$ cat config.mk
export PLATFORM = sky130hd
export DESIGN_NAME = c_like_token_scanner_top_flat
export DESIGN_NICKNAME = d
export VERILOG_FILES = /design/src/hw/rtl/cts_pkg.sv /design/src/hw/rtl/cts_stream_if.sv /design/src/hw/rtl/cts_classify.sv /design/src/hw/rtl/cts_out_queue.sv /design/src/hw/rtl/cts_scan.sv /design/src/hw/rtl/c_like_token_scanner_top.sv /design/src/flat_wrapper.sv
export SDC_FILE = /design/constraint.sdc
export NUM_CORES = 1
export LEC_CHECK = 0
export ABC_AREA = 1
export BUFFER_PORTS_ARGS = -buffer_cell sky130_fd_sc_hd__buf_2
export CORE_AREA = 2 2 60 51
export DETAILED_ROUTE_END_ITERATION = 10
export DIE_AREA = 0 0 62 53
export PLACE_DENSITY_LB_ADDON = 0.08
export SETUP_SLACK_MARGIN = 0.5
export SLEW_MARGIN = 20
export SYNTH_ARGS = -nofsm -noshare
export SYNTH_HDL_FRONTEND = slang
export SYNTH_SLANG_ARGS = --single-unit
$ cat constraint.sdc
create_clock -name clk -period 2.2 [get_ports clk]
set_input_delay 0.44 -clock clk [delete_from_list [all_inputs] [get_ports clk]]
set_output_delay 0.44 -clock clk [all_outputs]
set_load 0.02 [all_outputs]
$ cat src/hw/rtl/cts_pkg.sv
`timescale 1ns / 1ps
`default_nettype none
// ----------------------------------------------------------------------------
// cts_pkg: shared types and constants for the token scanner
// Token kinds, scan modes, class flags and character helpers.
// ----------------------------------------------------------------------------
package cts_pkg;

  typedef enum logic [6:0] {
    MODE_IDLE       = 7'b0000001,
    MODE_WORD       = 7'b0000010,
    MODE_STR        = 7'b0000100,
    MODE_STR_ESC    = 7'b0001000,
    MODE_BLOCK      = 7'b0010000,
    MODE_BLOCK_STAR = 7'b0100000,
    MODE_LINE       = 7'b1000000
  } mode_t;

  localparam logic [5:0] K_INTLIT   = 6'd13;
  localparam logic [5:0] K_FLOATLIT = 6'd14;
  localparam logic [5:0] K_STRLIT   = 6'd15;
  localparam logic [5:0] K_IDENT    = 6'd16;
  localparam logic [5:0] K_ERROR    = 6'd17;
  localparam logic [5:0] K_NONE     = 6'd63;

  localparam int unsigned F_NUM   = 0;
  localparam int unsigned F_DOT1  = 1;
  localparam int unsigned F_DOT2  = 2;
  localparam int unsigned F_IDENT = 3;

  localparam logic [11:0] LEN_LIMIT = 12'd4095;

  typedef struct packed {
    logic [5:0]  kind;
    logic [15:0] line_number;
    logic [11:0] start_column;
    logic [11:0] token_length;
    logic        last;
  } token_t;

  typedef struct packed {
    logic [7:0] ch;
    logic       line_end;
  } char_item_t;

  function automatic logic [5:0] single_kind(input logic [7:0] c);
    logic [5:0] k;
    case (c)
      8'h2C: k = 6'd18;  8'h3B: k = 6'd19;  8'h28: k = 6'd20;
      8'h29: k = 6'd21;  8'h5B: k = 6'd22;  8'h5D: k = 6'd23;
      8'h7B: k = 6'd24;  8'h7D: k = 6'd25;  8'h2B: k = 6'd26;
      8'h2D: k = 6'd27;  8'h2A: k = 6'd28;  8'h2F: k = 6'd29;
      8'h3E: k = 6'd30;  8'h3C: k = 6'd31;  8'h3D: k = 6'd32;
      8'h7C: k = 6'd33;  8'h26: k = 6'd34;  8'h25: k = 6'd35;
      8'h21: k = 6'd36;  8'h3F: k = 6'd37;  8'h3A: k = 6'd38;
      default: k = K_NONE;
    endcase
    return k;
  endfunction

  function automatic logic pairable(input logic [7:0] c);
    return c == 8'h2B || c == 8'h2D || c == 8'h2A || c == 8'h2F || c == 8'h3E ||
           c == 8'h3C || c == 8'h3D || c == 8'h7C || c == 8'h26 || c == 8'h25 ||
           c == 8'h21;
  endfunction

  function automatic logic [5:0] pair_kind(input logic [7:0] a, input logic [7:0] b);
    logic [5:0] k;
    k = K_NONE;
    if (b == 8'h3D) begin
      case (a)
        8'h2B: k = 6'd39;  8'h2D: k = 6'd41;  8'h2A: k = 6'd43;
        8'h2F: k = 6'd44;  8'h3E: k = 6'd45;  8'h3C: k = 6'd46;
        8'h3D: k = 6'd47;  8'h25: k = 6'd50;  8'h21: k = 6'd51;
        default: k = K_NONE;
      endcase
    end else if (a == b) begin
      case (a)
        8'h2B: k = 6'd40;  8'h2D: k = 6'd42;
        8'h7C: k = 6'd48;  8'h26: k = 6'd49;
        default: k = K_NONE;
      endcase
    end
    return k;
  endfunction

  function automatic logic is_space(input logic [7:0] c);
    return c == 8'h20 || c == 8'h09 || c == 8'h0D || c == 8'h0A || c == 8'h0B ||
           c == 8'h0C;
  endfunction

  function automatic logic is_digit(input logic [7:0] c);
    return c >= 8'h30 && c <= 8'h39;
  endfunction

  function automatic logic is_alpha(input logic [7:0] c);
    return (c >= 8'h61 && c <= 8'h7A) || (c >= 8'h41 && c <= 8'h5A);
  endfunction

  // Keyword texts, first byte in the low lane.
  localparam int unsigned KW_COUNT = 13;
  typedef logic [7:0][7:0] kw_text_t;
  localparam kw_text_t KW_TEXT [KW_COUNT] = '{
    64'h0000_0000_0000_6669,   // if
    64'h0000_0000_6573_6C65,   // else
    64'h0000_0065_6C69_6877,   // while
    64'h0000_006C_6974_6E75,   // until
    64'h0000_0000_0072_6F66,   // for
    64'h0000_0000_0074_6E69,   // int
    64'h0000_0074_616F_6C66,   // float
    64'h0000_6E72_7574_6572,   // return
    64'h006E_6165_6C6F_6F62,   // boolean
    64'h0000_0000_7261_6863,   // char
    64'h0000_676E_6972_7473,   // string
    64'h0000_0000_6575_7274,   // true
    64'h0000_0065_736C_6166    // false
  };
  localparam logic [3:0] KW_LEN [KW_COUNT] = '{
    4'd2, 4'd4, 4'd5, 4'd5, 4'd3, 4'd3, 4'd5, 4'd6, 4'd7, 4'd4, 4'd6, 4'd4, 4'd5
  };

endpackage
`default_nettype wire

$ cat src/hw/rtl/cts_stream_if.sv
`timescale 1ns / 1ps
`default_nettype none
// ----------------------------------------------------------------------------
// cts_stream_if: valid/ready channel
// Carries one payload of type T per transfer.
// ----------------------------------------------------------------------------
interface cts_stream_if #(
  parameter type T = logic
);
  logic valid;
  logic ready;
  T     data;

  modport source (output valid, output data, input ready);
  modport sink (input valid, input data, output ready);
endinterface
`default_nettype wire

$ cat src/hw/rtl/cts_classify.sv
`timescale 1ns / 1ps
`default_nettype none
// ----------------------------------------------------------------------------
// cts_classify: word kind decode
// Matches the stored prefix against the keywords, else uses class flags.
// ----------------------------------------------------------------------------
module cts_classify #(
  parameter int unsigned KEYWORD_CHARS = 8
) (
  input  wire logic [KEYWORD_CHARS-1:0][7:0] prefix,
  input  wire logic [11:0]                   word_length,
  input  wire logic [3:0]                    flags,
  output logic      [5:0]                    kind
);
  import cts_pkg::*;

  always_comb begin
    logic found;
    logic match;
    found = 1'b0;
    kind  = K_ERROR;
    for (int k = 0; k < KW_COUNT; k++) begin
      match = !found && (word_length == 12'(KW_LEN[k]));
      for (int b = 0; b < 8; b++) begin
        if (b < KW_LEN[k]) begin
          if (b >= KEYWORD_CHARS) match = 1'b0;
          else if (prefix[b] != KW_TEXT[k][b]) match = 1'b0;
        end
      end
      if (match) begin
        found = 1'b1;
        kind  = 6'(k);
      end
    end
    if (!found) begin
      if (flags[F_NUM] && !flags[F_DOT1]) kind = K_INTLIT;
      else if (flags[F_NUM] && !flags[F_DOT2]) kind = K_FLOATLIT;
      else if (flags[F_IDENT]) kind = K_IDENT;
    end
  end

endmodule
`default_nettype wire

$ cat src/hw/rtl/cts_out_queue.sv
`timescale 1ns / 1ps
`default_nettype none
// ----------------------------------------------------------------------------
// cts_out_queue: result buffer
// Four-entry queue of tokens; absorbs up to two tokens per cycle.
// ----------------------------------------------------------------------------
module cts_out_queue (
  input  wire logic              clk,
  input  wire logic              rst,
  input  wire logic [1:0]        push_count,
  input  wire cts_pkg::token_t   push0,
  input  wire cts_pkg::token_t   push1,
  output logic                   room_two,
  cts_stream_if.source           out_ch
);
  import cts_pkg::*;

  token_t     mem [4];
  logic [1:0] wr_ptr;
  logic [1:0] rd_ptr;
  logic [2:0] count;
  logic       pop;

  assign pop          = out_ch.valid && out_ch.ready;
  assign out_ch.valid = count != 3'd0;
  assign out_ch.data  = mem[rd_ptr];
  assign room_two     = (count + 3'(push_count)) <= 3'd2;

  always_ff @(posedge clk) begin
    if (push_count != 2'd0) mem[wr_ptr] <= push0;
    if (push_count == 2'd2) mem[wr_ptr + 2'd1] <= push1;
    if (rst) begin
      wr_ptr <= '0;
      rd_ptr <= '0;
      count  <= '0;
    end else begin
      wr_ptr <= wr_ptr + push_count;
      rd_ptr <= rd_ptr + 2'(pop);
      count  <= count + 3'(push_count) - 3'(pop);
    end
  end

endmodule
`default_nettype wire

$ cat src/hw/rtl/cts_scan.sv
`timescale 1ns / 1ps
`default_nettype none
// ----------------------------------------------------------------------------
// cts_scan: scanner state update
// Applies one registered character to the scan state, makes up to two tokens.
// ----------------------------------------------------------------------------
module cts_scan #(
  parameter int unsigned MAX_COLUMNS   = 4096,
  parameter int unsigned KEYWORD_CHARS = 8
) (
  input  wire logic                 clk,
  input  wire logic                 rst,
  input  wire logic                 step,
  input  wire cts_pkg::char_item_t  item,
  output logic [1:0]                push_count,
  output cts_pkg::token_t           push0,
  output cts_pkg::token_t           push1
);
  import cts_pkg::*;

  localparam logic [11:0] COL_LIMIT = (MAX_COLUMNS - 1 > 4095) ? 12'd4095
                                                               : 12'(MAX_COLUMNS - 1);
  localparam int unsigned PW = (KEYWORD_CHARS > 1) ? $clog2(KEYWORD_CHARS) : 1;

  mode_t       mode, mode_next;
  logic [7:0]  pend, pend_next;
  logic [KEYWORD_CHARS-1:0][7:0] prefix, prefix_next;
  logic [11:0] wlen, wlen_next;
  logic [11:0] wstart, wstart_next;
  logic [3:0]  flags, flags_next;
  logic [11:0] column;
  logic [15:0] line;
  logic [5:0]  word_kind;

  cts_classify #(.KEYWORD_CHARS(KEYWORD_CHARS)) u_classify (
    .prefix     (prefix),
    .word_length(wlen),
    .flags      (flags),
    .kind       (word_kind)
  );

  always_comb begin
    logic [7:0]  c;
    logic [5:0]  sk;
    logic [5:0]  pk;
    logic [1:0]  n;
    logic [5:0]  kinds [2];
    logic [11:0] starts [2];
    logic [11:0] lens [2];
    logic        plain;
    logic        in_word;
    c  = item.ch;
    n  = 2'd0;
    kinds  = '{K_NONE, K_NONE};
    starts = '{12'd0, 12'd0};
    lens   = '{12'd0, 12'd0};
    mode_next   = mode;
    pend_next   = pend;
    prefix_next = prefix;
    wlen_next   = wlen;
    wstart_next = wstart;
    flags_next  = flags;
    plain       = 1'b0;
    in_word     = mode == MODE_WORD;
    sk = single_kind(c);
    pk = pair_kind(pend, c);
    if (item.line_end) begin
      if (pend != 8'd0) begin
        kinds[n[0]] = single_kind(pend) == K_NONE ? 6'd0 : single_kind(pend);
        starts[n[0]] = wstart; lens[n[0]] = 12'd1; n = n + 2'd1;
        pend_next = 8'd0;
      end
      case (mode)
        MODE_WORD: begin
          kinds[n[0]] = word_kind; starts[n[0]] = wstart; lens[n[0]] = wlen;
          n = n + 2'd1;
          mode_next = MODE_IDLE;
        end
        MODE_STR, MODE_STR_ESC: begin
          kinds[n[0]] = K_ERROR; starts[n[0]] = wstart; lens[n[0]] = wlen;
          n = n + 2'd1;
          mode_next = MODE_IDLE;
        end
        MODE_LINE:       mode_next = MODE_IDLE;
        MODE_BLOCK_STAR: mode_next = MODE_BLOCK;
        default:         mode_next = mode;
      endcase
    end else begin
      case (mode)
        MODE_LINE: mode_next = mode;
        MODE_BLOCK: if (c == 8'h2A) mode_next = MODE_BLOCK_STAR;
        MODE_BLOCK_STAR: begin
          if (c == 8'h2F) mode_next = MODE_IDLE;
          else if (c != 8'h2A) mode_next = MODE_BLOCK;
        end
        MODE_STR: begin
          if (wlen < LEN_LIMIT) wlen_next = wlen + 12'd1;
          if (c == 8'h5C) mode_next = MODE_STR_ESC;
          else if (c == 8'h22) begin
            kinds[0] = K_STRLIT; starts[0] = wstart; lens[0] = wlen_next; n = 2'd1;
            mode_next = MODE_IDLE;
          end
        end
        MODE_STR_ESC: begin
          if (wlen < LEN_LIMIT) wlen_next = wlen + 12'd1;
          mode_next = MODE_STR;
        end
        default: begin
          plain = 1'b1;
          if (pend != 8'd0) begin
            pend_next = 8'd0;
            if (pend == 8'h2F && c == 8'h2F) begin
              mode_next = MODE_LINE; plain = 1'b0;
            end else if (pend == 8'h2F && c == 8'h2A) begin
              mode_next = MODE_BLOCK; plain = 1'b0;
            end else if (pk != K_NONE) begin
              kinds[0] = pk; starts[0] = wstart; lens[0] = 12'd2; n = 2'd1;
              plain = 1'b0;
            end else begin
              kinds[0] = single_kind(pend) == K_NONE ? 6'd0 : single_kind(pend);
              starts[0] = wstart; lens[0] = 12'd1; n = 2'd1;
            end
          end
        end
      endcase
      if (plain) begin
        if (!is_space(c) && c != 8'h22 && sk == K_NONE) begin
          if (!in_word) begin
            mode_next   = MODE_WORD;
            wstart_next = column;
            wlen_next   = 12'd0;
            flags_next  = 4'b1001;
          end else begin
            wlen_next = wlen;
          end
          if (wlen_next < 12'(KEYWORD_CHARS)) prefix_next[PW'(wlen_next)] = c;
          if (is_digit(c)) begin
            if (wlen_next == 12'd0) flags_next[F_IDENT] = 1'b0;
          end else if (c == 8'h2E) begin
            flags_next[F_IDENT] = 1'b0;
            if (flags_next[F_DOT1]) flags_next[F_DOT2] = 1'b1;
            else flags_next[F_DOT1] = 1'b1;
          end else begin
            flags_next[F_NUM] = 1'b0;
            if (!(is_alpha(c) || (c == 8'h5F && wlen_next != 12'd0)))
              flags_next[F_IDENT] = 1'b0;
          end
          if (wlen_next < LEN_LIMIT) wlen_next = wlen_next + 12'd1;
        end else begin
          if (in_word) begin
            kinds[n[0]] = word_kind; starts[n[0]] = wstart; lens[n[0]] = wlen;
            n = n + 2'd1;
            mode_next = MODE_IDLE;
          end
          if (!is_space(c)) begin
            if (c == 8'h22) begin
              mode_next = MODE_STR; wstart_next = column; wlen_next = 12'd1;
            end else if (pairable(c)) begin
              pend_next = c; wstart_next = column;
            end else begin
              kinds[n[0]] = sk; starts[n[0]] = column; lens[n[0]] = 12'd1;
              n = n + 2'd1;
            end
          end
        end
      end
    end
    push_count = step ? n : 2'd0;
    push0.kind = kinds[0]; push0.line_number = line;
    push0.start_column = starts[0]; push0.token_length = lens[0];
    push0.last = n == 2'd1;
    push1.kind = kinds[1]; push1.line_number = line;
    push1.start_column = starts[1]; push1.token_length = lens[1];
    push1.last = 1'b1;
  end

  always_ff @(posedge clk) begin
    if (step) prefix <= prefix_next;
    if (rst) begin
      mode   <= MODE_IDLE;
      pend   <= '0;
      wlen   <= '0;
      wstart <= '0;
      flags  <= '0;
      column <= '0;
      line   <= 16'd1;
    end else if (step) begin
      mode   <= mode_next;
      pend   <= pend_next;
      wlen   <= wlen_next;
      wstart <= wstart_next;
      flags  <= flags_next;
      if (item.line_end) begin
        column <= '0;
        if (line != 16'hFFFF) line <= line + 16'd1;
      end else if (column < COL_LIMIT) begin
        column <= column + 12'd1;
      end
    end
  end

endmodule
`default_nettype wire

$ cat src/hw/rtl/c_like_token_scanner_top.sv
`timescale 1ns / 1ps
`default_nettype none
// ----------------------------------------------------------------------------
// c_like_token_scanner_top: streaming tokenizer for a C-like language
// Turns a character stream into kind/line/column/length tokens.
// ----------------------------------------------------------------------------
// Usage:
//   in_ch  carries one source byte or a line-end marker per transfer.
//   out_ch carries tokens; the final token caused by one input has last set.
//   An input transfer lands in an input register; the next cycle the scan
//   logic updates the state and writes zero, one or two tokens into a
//   four-entry result queue. The first token can transfer once it has been
//   written into the queue.
//   Throughput: one character per cycle while input ready is high. Input
//   ready stays high while the queue has room for two tokens beyond the one
//   in flight; a stalled receiver fills the queue and then holds off input,
//   nothing is dropped.
//   Reset (rst, synchronous) returns to idle, line 1, column 0, and empties
//   the queue.
// ----------------------------------------------------------------------------
module c_like_token_scanner_top #(
  parameter int unsigned MAX_COLUMNS   = 4096,
  parameter int unsigned KEYWORD_CHARS = 8
) (
  input  wire logic clk,
  input  wire logic rst,
  cts_stream_if.sink   in_ch,
  cts_stream_if.source out_ch
);
  import cts_pkg::*;

  char_item_t item;
  logic       item_valid;
  logic [1:0] push_count;
  token_t     push0, push1;
  logic       room_two;
  logic       in_xfer;

  // Keep space for the token pair from the registered item plus a new one.
  assign in_ch.ready = room_two;
  assign in_xfer = in_ch.valid && in_ch.ready;

  always_ff @(posedge clk) begin
    if (in_xfer) item <= in_ch.data;
    if (rst) item_valid <= 1'b0;
    else     item_valid <= in_xfer;
  end

  cts_scan #(.MAX_COLUMNS(MAX_COLUMNS), .KEYWORD_CHARS(KEYWORD_CHARS)) u_scan (
    .clk       (clk),
    .rst       (rst),
    .step      (item_valid),
    .item      (item),
    .push_count(push_count),
    .push0     (push0),
    .push1     (push1)
  );

  cts_out_queue u_queue (
    .clk       (clk),
    .rst       (rst),
    .push_count(push_count),
    .push0     (push0),
    .push1     (push1),
    .room_two  (room_two),
    .out_ch    (out_ch)
  );

  a_no_push_idle: assert property (@(posedge clk) disable iff (rst)
    !item_valid |-> push_count == 2'd0) else $error("push without item");
  a_last_single: assert property (@(posedge clk) disable iff (rst)
    push_count == 2'd1 |-> push0.last) else $error("single token lacks last");
  a_valid_follows: assert property (@(posedge clk) disable iff (rst)
    in_xfer |=> item_valid) else $error("item lost");

endmodule
`default_nettype wire
$ cat src/flat_wrapper.sv
// flat-port wrapper written by rule: the top's interface ports become plain ports
module c_like_token_scanner_top_flat import cts_pkg::*;
#(
  parameter int unsigned MAX_COLUMNS   = 4096,
  parameter int unsigned KEYWORD_CHARS = 8
)
  (clk, rst, in_ch_valid, in_ch_data, in_ch_ready, out_ch_valid, out_ch_data, out_ch_ready);
  cts_stream_if in_ch_i ();
  cts_stream_if out_ch_i ();
  input  wire logic clk;
  input  wire logic rst;
  input wire logic [$bits(in_ch_i.valid)-1:0] in_ch_valid;
  input wire logic [$bits(in_ch_i.data)-1:0] in_ch_data;
  output wire logic [$bits(in_ch_i.ready)-1:0] in_ch_ready;
  output wire logic [$bits(out_ch_i.valid)-1:0] out_ch_valid;
  output wire logic [$bits(out_ch_i.data)-1:0] out_ch_data;
  input wire logic [$bits(out_ch_i.ready)-1:0] out_ch_ready;
  assign in_ch_i.valid = in_ch_valid;
  assign in_ch_i.data = in_ch_data;
  assign in_ch_ready = in_ch_i.ready;
  assign out_ch_valid = out_ch_i.valid;
  assign out_ch_data = out_ch_i.data;
  assign out_ch_i.ready = out_ch_ready;
  c_like_token_scanner_top #(.MAX_COLUMNS(MAX_COLUMNS), .KEYWORD_CHARS(KEYWORD_CHARS)) u_core (.clk(clk), .rst(rst), .in_ch(in_ch_i), .out_ch(out_ch_i));
endmodule
Yosys cells after proc, flatten, opt, wreduce, memory -nomap -nowiden
Memories as Yosys holds them, arrays and structs flattened. A register that Yosys moved wholly into a read port is not among the register bits.
Index checks and enable logic that the tools add are counted.
Cells by class
  $lt $le $gt $ge: 9
  multiplexer cells: 156
  bitwise gates (word level): 8
  eq/ne operators: 84
  reductions and logical operators: 46
  $add $sub $neg: 10
Operators by type and width (number)
  != test 8 x 7 -> 1 bit (second input constant): 43
  2-to-1 mux 12 bit: 16
  == test 8 x 6 -> 1 bit (second input constant): 16
  case mux 6 bit (21 select lines): 1
  2-to-1 mux 24 bit: 4
  2-to-1 mux 6 bit: 14
  2-to-1 mux 1 bit: 81
  2-to-1 mux 5 bit: 14
  bitwise AND 64 bit: 1
  NOT 64 bit: 1
  bitwise mux 24 bit: 2
  == test 12 x 3 -> 1 bit (second input constant): 4
  == test 8 x 7 -> 1 bit (second input constant): 5
  adder 12 x 1 -> 12 bit (second input constant): 3
  less-than comparator 12 bit (second input constant): 3
  2-to-1 mux 8 bit: 4
  case mux 7 bit (2 select lines): 2
  demux 8 bit (select 3 bit): 1
  == test 12 x 2 -> 1 bit (second input constant): 2
  case mux 12 bit (2 select lines): 1
  2-to-1 mux 7 bit: 3
  case mux 5 bit (4 select lines): 1
  2-to-1 mux 2 bit: 9
  adder 16 x 1 -> 16 bit (second input constant): 1
  45 further kinds: 81
Storage, ports and cells
  word-level logic and storage cells: 333
  output and inout port bits: 3
  bits of input ports: 5
  bits in registers: 140
  memory bits (writable): 188
  memories kept: 1
Memory list
  u_core.u_queue.mem: depth 4, width 47, read ports 1, clocked after Yosys merged registers in 1, write ports 2, line cts_out_queue.sv:18  | token_t mem [4];

Depth between registers and ports, before layout
Gate-level depths: netlist of the first run.
  depth after elaboration: 100
  gate-level depth with buffers: 15
  gate-level depth less buffers: 15

By module
A second synthesis of the first run with hierarchy kept.
Unflattened totals
  cell total of the unflattened synthesis: 1904
  area total of the unflattened synthesis: 12274.3 um^2
By module, submodules not included
  cts_scan: area each 10337.4 um^2, cells an instance 1559, times used 1, sequential area each 3343.2 um^2
  cts_classify: area each 1194.9 um^2, cells an instance 251, times used 1, sequential area each 0.0 um^2
  cts_out_queue: area each 674.4 um^2, cells an instance 88, times used 1, sequential area each 260.2 um^2
  c_like_token_scanner_top: area each 67.6 um^2, cells an instance 6, times used 1, sequential area each 50.0 um^2

Worst setup path after synthesis of the first run
OpenSTA, ideal clock, no wires.
  path type: reg-to-output
  from: register u_core.u_scan.mode[6]
  to: output in_ch_ready
  path slack: -70 ps
  path buffers: 0
  cell stages (with the launch flop): 15
  arrival time: 1830 ps
  required time: 1760 ps
  cells stage by stage: dfxtp_1 inv_2 nand2_2 nor2_2 nand2_2 nand2_2 o21ai_1 inv_2 nand2_2 inv_1 ha_1 ha_1 nand2_1 inv_1 nor2_1
On the way
  cells in the longest elaborated chain, start to end: 7
RTL lines
  start: declaration: line cts_scan.sv:25  | mode_t mode, mode_next;
  start signal: assignment: line cts_scan.sv:188  | mode <= mode_next;
  == test 7 x 4 -> 1 bit (tied with other cells): line cts_scan.sv:73, cts_scan.sv:89
  OR reduction 5 bit (no line) / OR reduction 3 bit (equally long branches)
  2-to-1 mux 2 bit
  2-to-1 mux 2 bit *: line cts_scan.sv:67  | if (item.line_end) begin
  2-to-1 mux 2 bit *: line cts_scan.sv:168  | push_count = step ? n : 2'd0;
  adder 3 x 2 -> 3 bit *: line cts_out_queue.sv:27  | assign room_two = (count + 3'(push_count)) <= 3'd2;
  <= comparator 3 x 2 -> 1 bit *: line cts_out_queue.sv:27
  end: declaration: line flat_wrapper.sv:14  | output wire logic [$bits(in_ch_i.ready)-1:0] in_ch_ready;
Every way passes the cells marked *; elsewhere a longest branch is shown, timed or not.

Worst setup path in the final report of the first run
  from: register u_core.u_scan.mode[1]
  to: output in_ch_ready
Same word-level chain as after synthesis.

==> results of run 1 <==
[per-layer routing]
| metal | up-vias | GRT usage, % |
|---|---|---|
| li1 | 499 | - |
| met1 | 443 | 23.12 |
| met2 | 30 | 27.08 |
| met3 | 2 | 4.401 |
| met4 | 0 | 4.255 |
| met5 | - | 0 |
[where the power goes]
| part | leakage, uW | internal [uW] | switching (uW) | total (uW) |
|---|---|---|---|---|
| clock | 0.0000154 | 66.1 | 110 | 176 |
| sequential | 0.000169 | 419 | 48.2 | 467 |
| combinational | 0.000489 | 212 | 231 | 443 |
[cell families after synthesis]
family                     synth area share, %
and+or+nand+nor                          31.25
buffers and inverters                    9.014
DFF                                      43.27
AOI/OAI and AO/OA                        6.731
adders and majority gates                7.211
xor gates and xnor gates                 2.524
[cells in the mapped netlist, drive strengths merged]
master	number
a21oi	7
a32oi	1
and2	1
clkbuf	1
dfxtp	15
edfxtp	5
ha	6
inv	24
nand2	27
nand3	7
nand4	3
nor2	25
nor3	5
nor4	1
o21ai	3
or3	1
xnor2	2
xor2	1
[path summary, 6_finish.rpt]
path,slack (ns),start,endpoint
worst max-delay path,-0.19,u_core.u_scan.mode[1],in_ch_ready
worst min-delay path,0.31,in_ch_data,u_core.item[0]
worst max register to register,-0.02,u_core.u_scan.mode[5],u_core.u_scan.mode[4]
worst min register to register,0.49,u_core.u_scan.mode[5],u_core.u_scan.mode[5]
[per-stage QoR]
stage               cells  area, um2  hold slack [ns]  worst slack [ns]
finish                209       1565           0.3113           -0.1870
floorplan             135       1107           0.4397            0.2150
CTS                   207       1500           0.3003           -0.1735
detailed placement    184       1224           0.4660           0.01782
global route          209       1565           0.2969           -0.3022
global placement      184       1224           0.4597           0.05405
[sequential cells by signal, indices dropped and copies added, names as in the netlist]
signal and cells:
u_core.item_valid 1, u_core.item 1, u_core.u_queue.mem 4, u_core.u_queue.count 3, u_core.u_queue.wr_ptr 2, u_core.u_scan.mode 7
u_core.u_queue.rd_ptr 2
[cell type report]
class	instances	area, um2	share of cell area (%)
clock inverter	1	3.754	0.2398
sequential	20	465.4	29.74
tap	38	47.55	3.038
multi-input combinational	90	664.4	42.45
clock buffer	3	22.52	1.439
inverter	24	95.09	6.075
timing repair buffer	33	266.5	17.03
[what timing repair did]
| item | CTS | global route |
|---|---|---|
| hold buffers | 0 | 0 |
| endpoints found under the hold margin | 0 | 0 |
| buffers inserted | 19 | 2 |
| gates resized for setup | 30 | 15 |
| pin swaps | 11 | 4 |
| setup endpoints to repair | 6 | 15 |
==> impl_metrics.py, run 1 <==
metrics = {
    "run_status": {
        "outcome": "finished, violations left",
        "violations": "setup timing",
    },
    "synthesis": {
        "ys_ff_latch": 20,
        "synth.avg_cell_area_um2": 7.711,
        "synth.largest_area_cell": "dfxtp_1",
        "synth_cells": 135,
        "synthesis.yosys.warnings": 0,
        "yosysSeqAreaShare_pct": 43.27,
        "synthesis.area_um2": 1041,
        "netlist.area_leader.share_pct": 28.85,
        "synth_nets": 146,
        "synth.area.top_cells": "dfxtp_1 29%, edfxtp_1 14%, inv_1 7.6%",
        "yosysUniqueCellTypes": 24,
    },
    "clocking": {
        "cts_buffers": 3,
        "clock_latency_ns": 0.30,
        "htree_levels": 1,
        "clkTransAtPathRegs_ns": 0.11,
        "cts_root_buffer": "clkbuf_4",
        "cts.path.max_buffers": 2,
        "cts_tree": "yes",
        "cts.sinks": 20,
    },
    "layout": {
        "final_cell_mix": "18 x buf_4, 16 x inv_1, 16 x nand2_1",
        "fillers": 236,
        "drive_gt1_share_pct": 52.05,
        "fin_util_pct": 58.87,
        "layout_commonest_cell": "buf_4",
        "n_antenna_cell": 0,
        "area_growth_pct": 50.36,
        "nets": 183,
    },
    "floorplan": {
        "start_util_pct": 39.15,
        "die_h_um": 53,
        "io-pin-count": 8,
        "die_w_um": 62,
        "coreArea_um2": 2659,
        "rows": 17,
        "die_area_um2": 3286,
    },
    "timing": {
        "final_hold_viol_count": 0,
        "worst_slack_ns": -0.1870,
        "period_share_pct": 108.5,
        "fin_tns_setup_ns": -0.2356,
        "tightest_slew_ns": 0.3556,
        "fmax_mhz": 418.9,
        "rsz0062_at_grt": "true",
        "period_minus_slack_ns": 2.387,
        "finalMaxSlewViolations": 0,
        "max-slew-margin-rel_pct": 76.29,
        "finalSetupViolations": 4,
        "finClkSkew_ns": 0.003867,
    },
    "placed_design": {
        "gp_congestion": 0.8317,
        "portBuffers": 7,
        "hpwlAfterDp_mm": 1.466,
    },
    "grt": {
        "overflow": 0,
        "grt_max_degree": 15,
        "grt_pass1_wl_mm": 4.043,
        "antenna_found_initial": 0,
        "grt_usage_pct": 17.15,
        "grt_pass1_vias": 913,
    },
    "routing": {
        "route.final.wire_length_mm": 2.432,
        "num_vias": 974,
        "first_pass_iters": 6,
        "drc": 0,
        "post_drt_via_cell_ratio": 4.660,
        "wl_met3_um": 128,
        "wl_met1_mm": 1.094,
        "drt_iter0_drc": 29,
        "top_layer": "met4",
        "wire_per_inst_um": 11.64,
        "dr_wl_met2_mm": 1.192,
        "route.antenna.remaining_nets": 0,
    },
    "job": {
        "maxCapViolations": 0,
    },
    "power_and_ir_drop": {
        "leakagePower_uw": 0.0006729,
        "total_power_uw": 1086,
        "ir_drop_uv": 463.5,
        "power.density_nw_per_um2": 694.0,
    },
    "worst_setup_path": {
        "path_delay_family": "adder cells",
        "worstPathMaxFanout": 4,
        "cpMaxStageDelayCell": "dfxtp_2",
        "crit_arrival_ns": 1.95,
        "endpoint_kind": "output port",
        "crit_required_ns": 1.76,
        "worst-setup-path-type": "register to output port",
        "path_buf_inv": 5,
        "cp_num_cells": 15,
        "cp_cell_sequence": "inv_1 > nand2_1 > nor2_2 > nand2_2 > nand2_2 > o21ai_2 > inv_2 > nand2_4 > inv_4 > ha_4 > ha_4 > nand2_2 > inv_2 > nor2_4 > buf_6",
        "cp_common_cell": "nand2_2",
        "cpPeakStageDelay_ns": 0.38,
        "start_kind": "register",
        "rr_worst_depth": 18,
    },
    "hold_path": {
        "hp-class": "primary input to register",
        "hold_path_depth": 1,
    },
}
(Power assumes the default switching activity.)
==> run 2: changes to the inputs <==
--- a/config.mk
+++ b/config.mk
@@ -7,12 +7,14 @@
 export LEC_CHECK = 0
 export ABC_AREA = 1
 export BUFFER_PORTS_ARGS = -buffer_cell sky130_fd_sc_hd__buf_2
-export CORE_AREA = 2 2 60 51
+export CAP_MARGIN = 20
+export CORE_AREA = 2 2 197 160
 export DETAILED_ROUTE_END_ITERATION = 10
-export DIE_AREA = 0 0 62 53
+export DIE_AREA = 0 0 199 162
 export PLACE_DENSITY_LB_ADDON = 0.08
 export SETUP_SLACK_MARGIN = 0.5
 export SLEW_MARGIN = 20
 export SYNTH_ARGS = -nofsm -noshare
 export SYNTH_HDL_FRONTEND = slang
+export SYNTH_HIERARCHICAL = 1
 export SYNTH_SLANG_ARGS = --single-unit
==> run 2 against run 1 <==
Compared with the run above: the run still ends with setup timing left; design area grew to 3.3 times the previous value; clock skew is 0.0018 ns higher; non-clock buffer count up 89; sequential share of layout area shrank 17 points; register-to-register slack worse by 1.2 ns; synthesized cell count increased to 4.1 times the previous value; area after synthesis rose to 3.1 times the previous value; utilization down 42 points; sequential power increased by 33%; worst hold slack better by 0.028 ns; cell count grew to 5.1 times the previous value; die area rose to 9.8 times the previous value; critical path type unchanged.
==> impl_metrics.py, run 2 <==
metrics = {
    "timing": {
        "rsz0062_at_grt": "true",
        "period_minus_slack_ns": 3.517,
        "max-slew-margin-rel_pct": 60.38,
        "finalMaxSlewViolations": 0,
        "finClkSkew_ns": 0.005644,
        "worst_slack_ns": -1.317,
        "finalSetupViolations": 23,
        "timing.hold.ws_ns": 0.3390,
        "fmax_mhz": 284.3,
        "final_hold_viol_count": 0,
        "tightest_slew_ns": 0.5942,
        "period_share_pct": 159.9,
    },
    "placed_design": {
        "place_ws_ns": -1.234,
        "placed_area_um2": 4364,
        "portBuffers": 7,
        "gp_congestion": 0.7576,
        "hpwlAfterDp_mm": 9.915,
    },
    "floorplan": {
        "io-pin-count": 8,
        "start_util_pct": 10.75,
        "die_area_um2": 32240,
        "coreArea_um2": 30170,
        "die_w_um": 199,
        "die_h_um": 162,
        "rows": 57,
    },
    "worst_setup_path": {
        "start_kind": "register",
        "endpoint_kind": "output port",
        "crit_arrival_ns": 3.08,
        "worstPathMaxFanout": 5,
        "worst-setup-path-type": "register to output port",
        "crit_required_ns": 1.76,
    },
    "routing": {
        "first_pass_iters": 4,
        "drt_iter0_drc": 138,
        "wire_per_inst_um": 11.28,
        "route.antenna.remaining_nets": 0,
        "route.final.wire_length_mm": 12.12,
        "drc": 0,
        "num_vias": 3555,
        "post_drt_via_cell_ratio": 3.307,
    },
    "grt": {
        "grt_pass1_wl_mm": 19.73,
        "grtUsageMet2_pct": 12.49,
        "use_met3_pct": 1.059,
        "top_usage_layer": "met2",
        "grt_max_degree": 23,
        "grt_pass1_vias": 3650,
        "grt_usage_pct": 7.880,
        "antenna_found_initial": 0,
        "grt_use_met1_pct": 11.66,
        "overflow": 0,
    },
    "clocking": {
        "cts.path.max_buffers": 2,
        "cts_buffers": 3,
        "cts.sinks": 28,
        "postCtsHoldBufs": 0,
        "htree_levels": 1,
        "clock_latency_ns": 0.28,
        "cts_root_buffer": "clkbuf_16",
        "clkTransAtPathRegs_ns": 0.08,
        "cts_tree": "yes",
    },
    "power_and_ir_drop": {
        "power.density_nw_per_um2": 400.5,
        "total_power_uw": 2048,
        "leakagePower_uw": 0.002283,
        "ir_drop_uv": 278.8,
    },
    "layout": {
        "largest_reg_flops": 8,
        "final_cell_area_um2": 5114,
        "fillers": 3490,
        "layout_commonest_cell": "nand2_1",
        "area_growth_pct": 57.74,
        "n_antenna_cell": 0,
        "drive_gt1_share_pct": 43.35,
        "nets": 677,
        "top_regs": "u_core/u_scan/pend x8, u_core/u_scan/mode x7, u_core/u_queue/mem x4",
        "fin_util_pct": 16.95,
        "regMostFlops": "u_core/u_scan/pend",
        "final_cell_mix": "130 x nand2_1, 102 x buf_4, 59 x inv_1",
    },
    "job": {
        "maxCapViolations": 0,
    },
    "hold_path": {
        "hp-class": "primary input to register",
    },
    "synthesis": {
        "synth_cells": 549,
        "synthesis.area_um2": 3242,
        "synthesis.yosys.warnings": 6,
        "synth.avg_cell_area_um2": 5.905,
    },
    "run_status": {
        "violations": "setup timing",
        "outcome": "finished, violations left",
    },
}
==> run 2: cell type report <==
type,count,area [um2],share of cell area (%)
Multi-Input combinational cell,419,2527,49.42
Inverter,89,351.6,6.875
Tap cell,413,516.7,10.11
Sequential cell,28,641.9,12.55
Clock buffer,3,75.07,1.468
Clock inverter,1,30.03,0.5872
Timing Repair Buffer,122,970.9,18.99
==> run 2: timing repair <==
action	4_1_cts	5_1_grt
gates cloned	0	1
setup buffers	29	7
resized for setup	70	39
pin swaps	39	23
endpoints found under the setup margin	31	31
==> run 2: per-stage QoR <==
| step | cells | setup TNS [ns] |
|---|---|---|
| 6_report | 1075 | -18.37 |
| 5_1_grt | 1075 | -22.73 |
| 4_1_cts | 1067 | -18.17 |
| 3_5_place_dp | 1034 | -11.76 |
| 3_3_place_gp | 1034 | -11.81 |
| 2_1_floorplan | 571 | -6.294 |
==> run 2: power by group <==
group	switching [uW]	total, uW	internal (uW)	leakage, uW
logic	465	855	389	0.00199
registers	50.6	620	570	0.000240
clock network	210	573	364	0.0000511
==> run 2: routing by layer <==
layer  routed length [um]  vias up
met5                    0        -
met4                   44        0
met3                  190        4
met2                 5250       14
met1                 6638     1622
li1                     -     1915
==> run 2: final timing paths <==
check | startpoint | endpoint | slack, ns | cells past startpoint
worst min-delay path | in_ch_data | u_core/item[0] | 0.34 | 1
worst min register to register | u_core/u_scan/mode[3] | u_core/u_scan/mode[3] | 0.48 | 2
worst max-delay path | u_core/u_scan/pend[0] | in_ch_ready | -1.32 | 23
worst max register to register | u_core/u_scan/pend[0] | u_core/item[0] | -1.25 | 22
==> run 2: critical path, cell delays in order, from the launching register on <==
cell	delay, ns
dfxtp_4	0.40
inv_6	0.05
nand2_4	0.07
nor2_2	0.04
nand2_1	0.07
nand2_2	0.08
buf_4	0.14
nand3_1	0.12
nand3_4	0.10
inv_1	0.07
nand2_2	0.05
nor2_2	0.11
nand4_2	0.11
nand2_1	0.08
nand2_1	0.05
nand2_1	0.07
nand2_2	0.07
nor2_4	0.13
ha_4	0.13
inv_2	0.03
fa_2	0.56
nor2_4	0.04
nor2_4	0.09
buf_6	0.12
